<file path="src/hdl/mcc_pkg.sv">
// Shared types and codes for the minimum coin change solver.
package mcc_pkg;

    // Field widths fixed by the interface
    localparam int COIN_W    = 12;
    localparam int AMT_IN_W  = 12;
    localparam int COUNT_W   = 12;
    localparam int CMD_W     = 2;
    localparam int STATUS_W  = 2;

    // Command codes
    localparam logic [CMD_W-1:0] CMD_CLEAR  = 2'd0;
    localparam logic [CMD_W-1:0] CMD_APPEND = 2'd1;
    localparam logic [CMD_W-1:0] CMD_QUERY  = 2'd2;

    // Result status codes
    localparam logic [STATUS_W-1:0] ST_OK       = 2'd0;
    localparam logic [STATUS_W-1:0] ST_UNREACH  = 2'd1;
    localparam logic [STATUS_W-1:0] ST_NO_COINS = 2'd2;
    localparam logic [STATUS_W-1:0] ST_OVERFLOW = 2'd3;

    // Coin list update request
    typedef struct packed {
        logic              clear;
        logic              append;
        logic [COIN_W-1:0] coin;
    } coin_req_t;

    // Query request toward the row engine
    typedef struct packed {
        logic                run;
        logic                fail;
        logic [STATUS_W-1:0] fail_status;
        logic [AMT_IN_W-1:0] target;
    } query_req_t;

    // Result strobe and payload
    typedef struct packed {
        logic                valid;
        logic [COUNT_W-1:0]  min_coins;
        logic [STATUS_W-1:0] status;
    } result_t;

endpackage

</file>
<file path="src/hdl/mcc_coin_list.sv">
// Coin denomination store with fill count and overflow flag.
module mcc_coin_list #(
    parameter int MAX_COINS = 16,
    parameter int IDX_W     = (MAX_COINS > 1) ? $clog2(MAX_COINS) : 1,
    parameter int CNT_W     = $clog2(MAX_COINS + 1)
) (
    input  logic                      clk,
    input  logic                      rst_n,
    input  mcc_pkg::coin_req_t        req,
    input  logic [IDX_W-1:0]          rd_addr,
    output logic [mcc_pkg::COIN_W-1:0] rd_data,
    output logic [CNT_W-1:0]          coin_count,
    output logic                      overflow
);

    logic [mcc_pkg::COIN_W-1:0] store [MAX_COINS];
    logic [mcc_pkg::COIN_W-1:0] rd_data_reg;
    logic [CNT_W-1:0]           count_reg;
    logic [CNT_W-1:0]           count_next;
    logic                       ovf_reg;
    logic                       ovf_next;
    logic                       full;
    logic                       coin_ok;
    logic                       do_write;

    assign full     = (count_reg == CNT_W'(MAX_COINS));
    assign coin_ok  = (req.coin != '0);
    assign do_write = req.append && coin_ok && !full;

    // Update fill count and overflow flag
    always_comb
    begin
        count_next = count_reg;
        ovf_next   = ovf_reg;
        if (req.clear)
        begin
            count_next = '0;
            ovf_next   = 1'b0;
        end
        else if (req.append && coin_ok)
        begin
            if (full)
                ovf_next = 1'b1;
            else
                count_next = count_reg + CNT_W'(1);
        end
    end

    always_ff @(posedge clk or negedge rst_n)
    begin
        if (!rst_n)
        begin
            count_reg <= '0;
            ovf_reg   <= 1'b0;
        end
        else
        begin
            count_reg <= count_next;
            ovf_reg   <= ovf_next;
        end
    end

    // Write appended coin; the read data comes out through an output register
    always_ff @(posedge clk)
    begin
        if (do_write)
            store[count_reg[IDX_W-1:0]] <= req.coin;
        rd_data_reg <= store[rd_addr];
    end

    assign rd_data    = rd_data_reg;
    assign coin_count = count_reg;
    assign overflow   = ovf_reg;

endmodule

</file>
<file path="config.mk">
export PLATFORM = sky130hd
export DESIGN_NAME = mcc_coin_list
export DESIGN_NICKNAME = d
export VERILOG_FILES = /design/src/hdl/mcc_pkg.sv /design/src/hdl/mcc_coin_list.sv
export SDC_FILE = /design/constraint.sdc
export NUM_CORES = 1
export LEC_CHECK = 0
export BUFFER_PORTS_ARGS = -buffer_cell sky130_fd_sc_hd__buf_2
export CAP_MARGIN = 30
export CORE_MARGIN = 4
export CORE_UTILIZATION = 60
export CTS_CLUSTER_DIAMETER = 100
export CTS_CLUSTER_SIZE = 10
export DETAILED_ROUTE_END_ITERATION = 10
export PLACE_DENSITY = 0.78
export SETUP_SLACK_MARGIN = 0.2
export SLEW_MARGIN = 20
export SYNTH_ARGS = -nofsm -noshare
export SYNTH_HDL_FRONTEND = slang
export SYNTH_SLANG_ARGS = --single-unit
</file>
<file path="constraint.sdc">
create_clock -name clk -period 3.5 [get_ports clk]
set_clock_uncertainty 0.15 [all_clocks]
set_input_delay 0.525 -clock clk [delete_from_list [all_inputs] [get_ports clk]]
set_output_delay 0.525 -clock clk [all_outputs]
set_load 0.03 [all_outputs]
</file>
==> metrics.cfg <==
[drt]
drc = 0
ant_nets = 0
drt_pass1_iterations = 5
vias = 4090
drt_first_iter_violations = 533
via_per_inst = 6.38
drt-wirelength-per-cell_um = 26.4
wl_mm = 16.9

[pwr]
p_leak_uw = 0.00310
finalPower_uw = 5310
cellPowerDensity_nw_per_um2 = 576
max-vdd-ir-drop_mv = 0.348

[global_route]
grt.total_usage_pct = 24.0
grt_pass1_vias = 4271
grt_busiest_layer = met2
globalRouteMet2Util_pct = 38.2
met1_usage_pct = 35.2
met3_usage_pct = 4.57
grt_antenna_before_repair = 0
grt_pass1_wl_mm = 26.3
grt_max_degree = 28
grt_overflow = 0

[run_status]
outcome = finished clean

[sta]
final-setup-viol-count = 0
hold_viol = 0
drv_slew = 0
period_share_pct = 71.9
finalSetupTns_ps = 0
rsz0062_at_grt = false
period_needed_ps = 2520
maxSlewHeadroom_pct = 45.8
tightest_slew_ps = 810
timing.fmax_mhz = 397

[clock_network]
clock-sinks = 210
insertion_delay_ps = 500
htree_levels = 1
cts_buffers = 24
cts_buffer_depth = 3
tritoncts = done
clkTransAtPathRegs_ps = 50
cts_root_buf = clkbuf_16

[critical_path]
critPathSlowestCell = nor2_1
start_kind = flop
path_cells = inv_1 -> ha_1 -> a21oi_1 -> nand4_1 -> nor2_1 -> buf_4
worst-path-max-fanout = 7
endpoint_kind = flop
arrival_ps = 2560
critical_path_class = flop to flop
slowest_delay_ps = 630
cp.required_ps = 3540

[synth]
syn_area_per_cell_um2 = 21.0
synthDistinctLibCells = 32
synth_fp_nets = 403
seq_area_frac_synth_pct = 77.2
ys_seq_elements = 210
synth_area_um2 = 7970
syn_inst = 379
ys.warnings.count = 0

[final_layout]
drive_gt1_share_pct = 32.0
final_core_util_pct = 72.0
final_nets = 475
stdcell_count = 641
area_growth_pct = 15.9
post-route-cell-area_um2 = 9230
largest_reg_flops = 192
num_antenna_cells = 0

[placement]
place_congestion = 0.845
port_buffers = 37
placedInstanceArea_um2 = 8530
dp_hpwl_mm = 10.2
place_inst = 596

[floorplan]
coreArea_um2 = 12800
row_count = 41
die_w_um = 123
initial_core_util_pct = 62.1
dieHeight_um = 123
pin_count = 38
dieArea_um2 = 15200

[hold_path]
hp-class = primary input to flop

[job]
max_cap_violations = 0

-- worst max-delay path, delay by kind of cell, from the launching register on --
family | cells | cell delay, ps
adders and majority gates | 1 | 240
DFF | 1 | 440
and+or+nand+nor | 2 | 810
AOI/OAI and AO/OA | 1 | 140
buffers and inverters | 2 | 430
-- cell usage in the layout, fill, tap and decap left out, drive strengths merged --
cell type and count:
o21ai 2, clkbuf 44, a22oi 24, nand2 19
buf 63, and2 1, mux2 2, nor3 9
nor2b 3, edfxtp 192, inv 6, and3 1
dfxtp 12, mux2i 1, mux4 48, nor3b 2
nand3 3, nor4 5, or4 1, nor2 10
dfrtp 6, nand2b 3, or3 1, ha 4
nand4 2, a21oi 3, a31oi 1, dlygate4sd3 1
-- per-stage QoR --
step           hold WS, ps  setup slack (ps)
4_1_cts                142              1030
2_1_floorplan         79.4               779
6_report               155               983
3_3_place_gp           202               788
5_1_grt                168               822
3_5_place_dp           210               736
-- report_power, final --
group	internal (uW)	total, uW	switching (uW)
clock	1330	2220	894
sequential	2780	2800	13.7
combinational	107	297	189
total	4220	5310	1100
-- path summary, 6_finish.rpt --
check / cells past startpoint / to / slack, ps / start
max: 6 / store[3][5] / 980 / coin_count[0]
min: 2 / overflow / 150 / req[13]
max reg2reg: 6 / store[3][5] / 980 / coin_count[0]
min reg2reg: 2 / overflow / 340 / overflow
max in group asynchronous: 2 / coin_count[1] / 2830 / rst_n
min in group asynchronous: 2 / overflow / 230 / rst_n
-- synthesized netlist by cell type, drive strengths merged --
cell type / instances / area share, %
a21oi: 3 / 0.19
a22oi: 24 / 2.3
a31oi: 1 / 0.079
and2: 1 / 0.079
and3: 1 / 0.079
buf: 10 / 0.88
clkbuf: 8 / 0.38
dfrtp: 6 / 1.9
dfxtp: 12 / 3.0
edfxtp: 192 / 72
ha: 4 / 0.63
inv: 6 / 0.28
mux2: 2 / 0.28
mux2i: 1 / 0.13
mux4: 48 / 14
nand2: 19 / 0.89
nand2b: 3 / 0.24
nand3: 3 / 0.19
nand4: 2 / 0.16
nor2: 10 / 0.47
nor2b: 3 / 0.24
nor3: 9 / 0.63
nor3b: 2 / 0.19
nor4: 5 / 0.63
o21ai: 2 / 0.13
or3: 1 / 0.079
or4: 1 / 0.094
-- per-layer routing --
| layer | part of all wire [%] | vias up | routed length (um) |
|---|---|---|---|
| li1 | - | 1709 | - |
| met1 | 39 | 2103 | 6540 |
| met2 | 49 | 247 | 8360 |
| met3 | 10 | 31 | 1730 |
| met4 | 1.8 | 0 | 306 |
| met5 | 0 | - | 0 |
-- layout make-up --
type	count	area [um^2]
Fill cell	756	3590
Clock buffer	44	697
Inverter	6	22.5
Sequential cell	210	6160
Multi-Input combinational cell	145	1750
Tap cell	172	215
Timing Repair Buffer	64	393
-- logic make-up (layout without fill, tap and decap cells) --
group	after synthesis	after routing	share of synthesized area [%]
buf+inv	24	114	1.54
mux	51	51	14.0
simple gates	60	60	3.96
compound gates	30	30	2.65
flops	210	210	77.2
fa+ha+maj	4	4	0.628
-- repair_timing --
action                                 4_1_cts  5_1_grt
hold buffers                                 1        0
buffers inserted                             0        0
endpoints found under the hold margin        6        0
resized for setup                            0        0
Note: power is estimated with default switching activity, not from simulation.
