==> src/hdl/mcc_pkg.sv <==
// Shared types and codes for the minimum coin change solver.
package mcc_pkg;

    // Field widths fixed by the interface
    localparam int COIN_W    = 12;
    localparam int AMT_IN_W  = 12;
    localparam int COUNT_W   = 12;
    localparam int CMD_W     = 2;
    localparam int STATUS_W  = 2;

    // Command codes
    localparam logic [CMD_W-1:0] CMD_CLEAR  = 2'd0;
    localparam logic [CMD_W-1:0] CMD_APPEND = 2'd1;
    localparam logic [CMD_W-1:0] CMD_QUERY  = 2'd2;

    // Result status codes
    localparam logic [STATUS_W-1:0] ST_OK       = 2'd0;
    localparam logic [STATUS_W-1:0] ST_UNREACH  = 2'd1;
    localparam logic [STATUS_W-1:0] ST_NO_COINS = 2'd2;
    localparam logic [STATUS_W-1:0] ST_OVERFLOW = 2'd3;

    // Coin list update request
    typedef struct packed {
        logic              clear;
        logic              append;
        logic [COIN_W-1:0] coin;
    } coin_req_t;

    // Query request toward the row engine
    typedef struct packed {
        logic                run;
        logic                fail;
        logic [STATUS_W-1:0] fail_status;
        logic [AMT_IN_W-1:0] target;
    } query_req_t;

    // Result strobe and payload
    typedef struct packed {
        logic                valid;
        logic [COUNT_W-1:0]  min_coins;
        logic [STATUS_W-1:0] status;
    } result_t;

endpackage

==> src/hdl/mcc_row_engine.sv <==
// Sequencer that seeds and relaxes the best-count row for one query.
module mcc_row_engine #(
    parameter int MAX_COINS   = 16,
    parameter int AMOUNT_BITS = 12,
    parameter int IDX_W       = (MAX_COINS > 1) ? $clog2(MAX_COINS) : 1,
    parameter int CNT_W       = $clog2(MAX_COINS + 1)
) (
    input  logic                       clk,
    input  logic                       rst_n,
    input  mcc_pkg::query_req_t        query,
    input  logic [CNT_W-1:0]           coin_count,
    output logic [IDX_W-1:0]           coin_addr,
    input  logic [mcc_pkg::COIN_W-1:0] coin_data,
    output logic                       row_we,
    output logic [AMOUNT_BITS-1:0]     row_waddr,
    output logic [AMOUNT_BITS:0]       row_wdata,
    output logic [AMOUNT_BITS-1:0]     row_raddr_a,
    output logic [AMOUNT_BITS-1:0]     row_raddr_b,
    input  logic [AMOUNT_BITS:0]       row_rdata_a,
    input  logic [AMOUNT_BITS:0]       row_rdata_b,
    output logic                       busy,
    output mcc_pkg::result_t           res
);

    localparam int ROW_W = AMOUNT_BITS + 1;
    localparam int CMP_W = (AMOUNT_BITS > mcc_pkg::COIN_W) ? AMOUNT_BITS : mcc_pkg::COIN_W;
    localparam int EXT_W = ROW_W + mcc_pkg::COUNT_W;
    localparam logic [ROW_W-1:0] NO_WAY = {1'b1, {AMOUNT_BITS{1'b0}}};

    localparam logic [2:0] S_IDLE  = 3'd0;
    localparam logic [2:0] S_FETCH = 3'd1;
    localparam logic [2:0] S_LOAD  = 3'd2;
    localparam logic [2:0] S_SEED  = 3'd3;
    localparam logic [2:0] S_RELAX = 3'd4;
    localparam logic [2:0] S_DRAIN = 3'd5;
    localparam logic [2:0] S_NEXT  = 3'd6;
    localparam logic [2:0] S_DONE  = 3'd7;

    // Control registers
    logic [2:0]       state_reg, state_next;
    logic [CNT_W-1:0] k_reg, k_next;
    logic             b_valid_reg, b_valid_next;
    logic             res_valid_reg, res_valid_next;

    // Payload registers
    logic [AMOUNT_BITS-1:0]     target_reg, target_next;
    logic [mcc_pkg::COIN_W-1:0] coin_reg, coin_next;
    logic [AMOUNT_BITS-1:0]     j_reg, j_next;
    logic [mcc_pkg::COIN_W-1:0] rem_reg, rem_next;
    logic [AMOUNT_BITS-1:0]     quot_reg, quot_next;
    logic [ROW_W-1:0]           ans_reg, ans_next;
    logic [AMOUNT_BITS-1:0]     b_j_reg, b_j_next;
    logic                       b_fwd_reg, b_fwd_next;
    logic [ROW_W-1:0]           last_w_reg, last_w_next;
    logic [mcc_pkg::COUNT_W-1:0]  res_min_reg, res_min_next;
    logic [mcc_pkg::STATUS_W-1:0] res_st_reg, res_st_next;

    // Datapath helpers
    logic [CMP_W-1:0]       tgt_ext;
    logic [CMP_W-1:0]       coin_in_ext;
    logic [CMP_W-1:0]       coin_reg_ext;
    logic [CMP_W-1:0]       target_cmp;
    logic [AMOUNT_BITS-1:0] coin_amt;
    logic [ROW_W-1:0]       seed_val;
    logic                   seed_we;
    logic [ROW_W-1:0]       src;
    logic [ROW_W-1:0]       via;
    logic [ROW_W-1:0]       newv;
    logic [EXT_W-1:0]       ans_ext;

    assign tgt_ext      = CMP_W'(query.target);
    assign coin_in_ext  = CMP_W'(coin_data);
    assign coin_reg_ext = CMP_W'(coin_reg);
    assign target_cmp   = CMP_W'(target_reg);
    assign coin_amt     = coin_reg_ext[AMOUNT_BITS-1:0];
    assign ans_ext      = EXT_W'(ans_reg);

    // Seed value: exact multiple of the first coin, else no way
    assign seed_val = (rem_reg == '0) ? {1'b0, quot_reg} : NO_WAY;
    assign seed_we  = (state_reg == S_SEED);

    // Relax stage: forward the previous write when the coin is one
    assign src  = b_fwd_reg ? last_w_reg : row_rdata_b;
    assign via  = (src >= NO_WAY) ? NO_WAY : (src + ROW_W'(1));
    assign newv = (via < row_rdata_a) ? via : row_rdata_a;

    // Memory ports
    assign coin_addr   = k_reg[IDX_W-1:0];
    assign row_we      = seed_we || b_valid_reg;
    assign row_waddr   = b_valid_reg ? b_j_reg : j_reg;
    assign row_wdata   = b_valid_reg ? newv : seed_val;
    assign row_raddr_a = j_reg;
    assign row_raddr_b = j_reg - coin_amt;

    // Sequence the query
    always_comb
    begin
        state_next     = state_reg;
        k_next         = k_reg;
        b_valid_next   = 1'b0;
        res_valid_next = 1'b0;
        target_next    = target_reg;
        coin_next      = coin_reg;
        j_next         = j_reg;
        rem_next       = rem_reg;
        quot_next      = quot_reg;
        ans_next       = ans_reg;
        b_j_next       = b_j_reg;
        b_fwd_next     = 1'b0;
        last_w_next    = last_w_reg;
        res_min_next   = res_min_reg;
        res_st_next    = res_st_reg;

        // Retire the relax stage
        if (b_valid_reg)
        begin
            last_w_next = newv;
            if (b_j_reg == target_reg)
                ans_next = newv;
        end

        case (state_reg)
            S_IDLE:
            begin
                if (query.run)
                begin
                    target_next = tgt_ext[AMOUNT_BITS-1:0];
                    k_next      = '0;
                    state_next  = S_FETCH;
                end
                else if (query.fail)
                begin
                    res_valid_next = 1'b1;
                    res_min_next   = '0;
                    res_st_next    = query.fail_status;
                end
            end
            S_FETCH:
            begin
                state_next = S_LOAD;
            end
            S_LOAD:
            begin
                coin_next = coin_data;
                if (k_reg == '0)
                begin
                    j_next     = '0;
                    rem_next   = '0;
                    quot_next  = '0;
                    state_next = S_SEED;
                end
                else if (coin_in_ext > target_cmp)
                begin
                    state_next = S_NEXT;
                end
                else
                begin
                    j_next     = coin_in_ext[AMOUNT_BITS-1:0];
                    state_next = S_RELAX;
                end
            end
            S_SEED:
            begin
                if (j_reg == target_reg)
                begin
                    ans_next   = seed_val;
                    state_next = S_NEXT;
                end
                else
                begin
                    j_next = j_reg + AMOUNT_BITS'(1);
                    if (rem_reg == coin_reg - mcc_pkg::COIN_W'(1))
                    begin
                        rem_next  = '0;
                        quot_next = quot_reg + AMOUNT_BITS'(1);
                    end
                    else
                    begin
                        rem_next = rem_reg + mcc_pkg::COIN_W'(1);
                    end
                end
            end
            S_RELAX:
            begin
                b_valid_next = 1'b1;
                b_j_next     = j_reg;
                b_fwd_next   = (coin_reg == mcc_pkg::COIN_W'(1)) && b_valid_reg;
                if (j_reg == target_reg)
                    state_next = S_DRAIN;
                else
                    j_next = j_reg + AMOUNT_BITS'(1);
            end
            S_DRAIN:
            begin
                state_next = S_NEXT;
            end
            S_NEXT:
            begin
                if (k_reg + CNT_W'(1) == coin_count)
                begin
                    state_next = S_DONE;
                end
                else
                begin
                    k_next     = k_reg + CNT_W'(1);
                    state_next = S_FETCH;
                end
            end
            S_DONE:
            begin
                res_valid_next = 1'b1;
                if (ans_reg >= NO_WAY)
                begin
                    res_min_next = '0;
                    res_st_next  = mcc_pkg::ST_UNREACH;
                end
                else
                begin
                    res_min_next = ans_ext[mcc_pkg::COUNT_W-1:0];
                    res_st_next  = mcc_pkg::ST_OK;
                end
                state_next = S_IDLE;
            end
            default:
            begin
                state_next = S_IDLE;
            end
        endcase
    end

    // Control state
    always_ff @(posedge clk or negedge rst_n)
    begin
        if (!rst_n)
        begin
            state_reg     <= S_IDLE;
            k_reg         <= '0;
            b_valid_reg   <= 1'b0;
            res_valid_reg <= 1'b0;
        end
        else
        begin
            state_reg     <= state_next;
            k_reg         <= k_next;
            b_valid_reg   <= b_valid_next;
            res_valid_reg <= res_valid_next;
        end
    end

    // Payload
    always_ff @(posedge clk)
    begin
        target_reg  <= target_next;
        coin_reg    <= coin_next;
        j_reg       <= j_next;
        rem_reg     <= rem_next;
        quot_reg    <= quot_next;
        ans_reg     <= ans_next;
        b_j_reg     <= b_j_next;
        b_fwd_reg   <= b_fwd_next;
        last_w_reg  <= last_w_next;
        res_min_reg <= res_min_next;
        res_st_reg  <= res_st_next;
    end

    assign busy          = (state_reg != S_IDLE);
    assign res.valid     = res_valid_reg;
    assign res.min_coins = res_min_reg;
    assign res.status    = res_st_reg;

endmodule

==> config.mk <==
export PLATFORM = sky130hd
export DESIGN_NAME = mcc_row_engine
export DESIGN_NICKNAME = d
export VERILOG_FILES = /design/src/hdl/mcc_pkg.sv /design/src/hdl/mcc_row_engine.sv
export SDC_FILE = /design/constraint.sdc
export NUM_CORES = 1
export LEC_CHECK = 0
export ABC_AREA = 1
export BUFFER_PORTS_ARGS = -buffer_cell sky130_fd_sc_hd__clkbuf_2
export CAP_MARGIN = 20
export CORE_MARGIN = 5
export CORE_UTILIZATION = 35
export CTS_CLUSTER_SIZE = 30
export DETAILED_ROUTE_END_ITERATION = 12
export MAX_ROUTING_LAYER = met4
export PLACE_DENSITY = 0.59
export SYNTH_ARGS = -nofsm -noshare
export SYNTH_HDL_FRONTEND = slang
export SYNTH_SLANG_ARGS = --single-unit
==> constraint.sdc <==
create_clock -name clk -period 3.6 [get_ports clk]
set_input_delay 0.36 -clock clk [delete_from_list [all_inputs] [get_ports clk]]
set_output_delay 0.36 -clock clk [all_outputs]
set_load 0.02 [all_outputs]
==> impl_metrics.xml <==
<?xml version="1.0" encoding="UTF-8"?>
<metrics>
  <group name="status">
    <metric name="status" unit="">complete, but fails checks</metric>
    <metric name="violations_in_the_final_reports" unit="">negative setup slack</metric>
  </group>
  <group name="drt">
    <metric name="drt_total_wl" unit="um">25200</metric>
    <metric name="drt_pre_antenna_iters" unit="">7</metric>
    <metric name="drt-met1-wl" unit="um">11300</metric>
    <metric name="drtAntennaViolNets" unit="">0</metric>
    <metric name="remaining_drc_errors" unit="">0</metric>
    <metric name="met3WireLength" unit="um">1290</metric>
    <metric name="wl_per_cell" unit="um">15.3</metric>
    <metric name="detailroute.via_count" unit="">7840</metric>
    <metric name="detail_route.iter0.violations" unit="">453</metric>
    <metric name="dr.max_layer_used" unit="">met4</metric>
    <metric name="route.detailed.vias_per_inst" unit="">4.77</metric>
    <metric name="dr_wl_met2" unit="um">12200</metric>
  </group>
  <group name="grt">
    <metric name="grt-ovfl-total" unit="">0</metric>
    <metric name="grtUsageTotal" unit="%">18.8</metric>
    <metric name="first_global_vias" unit="">7707</metric>
    <metric name="antenna_found_initial" unit="">0</metric>
    <metric name="grt_max_degree" unit="">31</metric>
    <metric name="grt_pass1_wl" unit="um">38900</metric>
  </group>
  <group name="synth">
    <metric name="postSynthAreaPerCell" unit="um^2">7.62</metric>
    <metric name="synth-seq-area-share" unit="%">41.4</metric>
    <metric name="post_synth_inst_count" unit="">1110</metric>
    <metric name="synth.cell_area" unit="um^2">8460</metric>
    <metric name="synth_top_cells_by_area" unit="">edfxtp_1 (35%), nand2_1 (14%), inv_1 (7.2%)</metric>
    <metric name="ys_seq_elements" unit="">123</metric>
    <metric name="synth.yosys.warnings" unit="">0</metric>
    <metric name="synth_area_leader_cell" unit="">edfxtp_1</metric>
    <metric name="area_share_of_the_largest_cell_type_after_synthesis" unit="%">35.1</metric>
    <metric name="synthDistinctLibCells" unit="">41</metric>
    <metric name="mappedNetlistNets" unit="">1217</metric>
  </group>
  <group name="critical_path">
    <metric name="critical_path.cell_chain" unit="">nand2_1, nand2_4, ha_4, nand2_4, nor2_4, nand4_1, or2_4, ha_4, inv_4, ha_4, nand2_4, inv_2, nand3_2, nor3_2, buf_4, a21oi_4, buf_8, nand2_4, nand2_2, nand2_2, o31ai_4, clkbuf_8</metric>
    <metric name="worst-path-buf-inv" unit="">5</metric>
    <metric name="worst_path_dominant_cell_family" unit="">simple AND/OR/NAND/NOR gates</metric>
    <metric name="path_max_fanout" unit="">5</metric>
    <metric name="worst_path_largest_cell_delay" unit="ns">0.40</metric>
    <metric name="worst_path_most_repeated_cell" unit="">nand2_4</metric>
    <metric name="crit_path_top_delay_cell" unit="">dfxtp_4</metric>
    <metric name="crit_path_launch_type" unit="">register</metric>
    <metric name="critical_path_end_type" unit="">output port</metric>
    <metric name="worstPathRequired" unit="ns">3.24</metric>
    <metric name="cp.arrival" unit="ns">3.39</metric>
    <metric name="timing.setup.critical_path_class" unit="">register to output port</metric>
  </group>
  <group name="timing">
    <metric name="max_slew.worst_pin.slew" unit="ns">0.567</metric>
    <metric name="post-route-period-util" unit="%">104</metric>
    <metric name="setup-tns-final" unit="ns">-1.44</metric>
    <metric name="final-hold-violation-count" unit="">0</metric>
    <metric name="unrepaired_setup_endpoints_after_global_routing" unit="">yes</metric>
    <metric name="timing.hold.ws" unit="ns">0.113</metric>
    <metric name="fmaxAchievable" unit="MHz">267</metric>
    <metric name="setup_violations" unit="">16</metric>
    <metric name="max_slew_margin" unit="%">62.1</metric>
    <metric name="worst_clock_skew" unit="ns">0.00763</metric>
    <metric name="timing_max_transition_violations_final" unit="">0</metric>
    <metric name="final.setup.worst_slack" unit="ns">-0.145</metric>
    <metric name="period_needed" unit="ns">3.75</metric>
  </group>
  <group name="clocking">
    <metric name="cts_sink_count" unit="">123</metric>
    <metric name="cts_root_buf" unit="">clkbuf_16</metric>
    <metric name="tritoncts" unit="">done</metric>
    <metric name="cts-buffers-inserted" unit="">17</metric>
    <metric name="worst_skew_pair.late_latency" unit="ns">0.42</metric>
    <metric name="h-tree-depth" unit="">4</metric>
    <metric name="path_clk_slew" unit="ns">0.06</metric>
    <metric name="clock_tree.buffer_depth" unit="">2</metric>
  </group>
  <group name="placement">
    <metric name="gp_congestion" unit="">0.921</metric>
    <metric name="dpl.hpwl" unit="um">19400</metric>
    <metric name="number_of_i_o_port_buffers" unit="">130</metric>
    <metric name="placed_cell_area" unit="um^2">9670</metric>
    <metric name="dp_worst_setup_slack" unit="ns">-0.0308</metric>
  </group>
  <group name="die">
    <metric name="num_io_pins" unit="">131</metric>
    <metric name="die_x" unit="um">165</metric>
    <metric name="die_area" unit="um^2">27400</metric>
    <metric name="floorplan.rows" unit="">56</metric>
    <metric name="core_footprint" unit="um^2">23600</metric>
    <metric name="initial_utilization" unit="%">35.8</metric>
    <metric name="fp.dieH" unit="um">165</metric>
  </group>
  <group name="finish">
    <metric name="finish.net_count" unit="">1417</metric>
    <metric name="num_antenna_cells" unit="">0</metric>
    <metric name="synthToLayoutAreaGrowth" unit="%">31.2</metric>
    <metric name="finalInstanceArea" unit="um^2">11100</metric>
    <metric name="layout-drive-gt1-share" unit="%">27.0</metric>
  </group>
  <group name="power_and_ir_drop">
    <metric name="power.ir.vdd_worst" unit="V">0.000517</metric>
    <metric name="total_leakage_power" unit="nW">5.32</metric>
    <metric name="pwr_density_cell" unit="nW/um^2">734</metric>
  </group>
  <group name="flow_run">
    <metric name="cap_viol_max_count" unit="">0</metric>
  </group>
  <group name="hold_path">
    <metric name="hp-class" unit="">input port to register</metric>
  </group>
</metrics>
[layout by cell type (no fill, tap or decap), types with 4 or more instances in the layout]
master / Yosys / layout
buf_4: 6 / 68
o21ai_0: 50 / 49
ha_4: 0 / 5
a21oi_2: 1 / 4
nand3b_1: 4 / 4
nor2_1: 110 / 107
nand2_2: 20 / 47
nand3_2: 4 / 6
nand2_4: 0 / 15
inv_1: 163 / 158
inv_2: 2 / 5
dfrtp_1: 10 / 9
a21oi_1: 36 / 32
dfxtp_1: 14 / 13
bufinv_16: 0 / 5
xor2_1: 27 / 27
nor3_1: 20 / 18
nand4_1: 16 / 16
clkbuf_2: 0 / 117
xnor2_1: 22 / 22
buf_6: 5 / 15
o21a_1: 5 / 5
or2_2: 6 / 5
edfxtp_1: 99 / 99
clkbuf_8: 0 / 4
nand3_1: 75 / 72
nor2_4: 1 / 4
nor2_2: 9 / 9
clkbuf_16: 0 / 17
nand2_1: 314 / 271
ha_1: 45 / 40
[report_power, final]
part / switching [mW] / internal [mW] / total, mW
Sequential: 0.499 / 2.13 / 2.63
Combinational: 2.39 / 1.23 / 3.63
Clock: 0.653 / 1.24 / 1.90
Total: 3.54 / 4.61 / 8.15
[metrics by stage]
stage	util, %	total power [mW]	instances
floorplan	-	4.91	1110
global placement	41.0	6.11	1576
detailed placement	41.0	6.14	1576
CTS	45.8	8.16	1634
global route	47.0	8.71	1642
finish	47.0	8.15	1642
[worst register-to-register path, delay by kind of cell, from the launching register on]
kind | cells | cell delay (ns)
AND/OR/NAND/NOR | 14 | 1.34
AO/OA/AOI/OAI | 1 | 0.07
flip-flops | 1 | 0.40
adder cells (fa/ha/maj) | 3 | 0.46
buffers and inverters | 12 | 1.35
[cell usage after synthesis]
cell type  instances
nor2_4             1
nand2_2           20
dfrtp_1           10
a21oi_2            1
or3_1              1
and2_1             2
fa_1               1
xnor2_1           22
or2_2              6
ha_1              45
o21bai_1           2
o21a_1             5
o21ai_0           50
inv_1            163
buf_2              8
nor3b_1            2
a21oi_1           36
nand2_1          314
o31ai_1            8
nor3_1            20
or2_1              2
nand4_1           16
o211ai_1           2
a21oi_4            1
clkbuf_1           8
nand3_1           75
nor2_2             9
nor2_1           110
dfxtp_1           14
buf_6              5
a211oi_1           2
edfxtp_1          99
nand3_2            4
buf_4              6
a31oi_1            1
o21ai_1            3
xor2_1            27
nor4_1             2
inv_2              2
and3_1             1
nand3b_1           4
[layout make-up]
cell class              instances  area (um^2)
multi-input cells             795         4560
repair buffers                208         1360
flip-flops and latches        123         3510
fillers                      2383        12500
clock inverters                12          196
inverters                     165          627
clock buffers                  20          447
well taps                     319          399
[path summary, 6_finish.rpt]
| path | endpoint | slack, ns | start | cells past startpoint |
|---|---|---|---|---|
| min in group asynchronous | k_reg[2]$_DFFE_PN0P_ | 0.36 | rst_n | 2 |
| hold reg to reg | k_reg[4]$_DFFE_PN0P_ | 0.54 | k_reg[4]$_DFFE_PN0P_ | 2 |
| setup reg to reg | ans_reg[9]$_DFF_P_ | -0.09 | b_fwd_reg$_SDFF_PN0_ | 30 |
| hold / removal | target_cmp[3]$_DFFE_PP_ | 0.11 | query[3] | 1 |
| max in group asynchronous | b_valid_reg$_DFF_PN0_ | 3.01 | rst_n | 2 |
| setup / recovery | row_wdata[1] | -0.15 | b_fwd_reg$_SDFF_PN0_ | 22 |
[what timing repair did]
item	CTS	global route
gates resized for setup	86	63
hold endpoints to repair	10	0
setup buffers	24	8
pin swaps	25	34
cloned	1	0
setup endpoints to repair	13	16
hold buffers	1	0
[kinds of logic (layout without fill, tap and decap cells)]
group	Yosys count	count (layout)	share of synthesized area [%]
adders and majority gates	46	46	6.89
xor gates and xnor gates	49	49	5.07
buffers and inverters	192	405	9.35
and+or+nand+nor	589	589	29.9
AOI/OAI and AO/OA	111	111	7.32
DFF	123	123	41.4
[routing by layer]
| layer | global-route usage (%) | vias to the layer above |
|---|---|---|
| li1 | - | 3985 |
| met1 | 23.8 | 3617 |
| met2 | 31.3 | 213 |
| met3 | 3.30 | 25 |
| met4 | 5.10 | 0 |
| met5 | - | - |
Power figures use the tool's default switching activity.
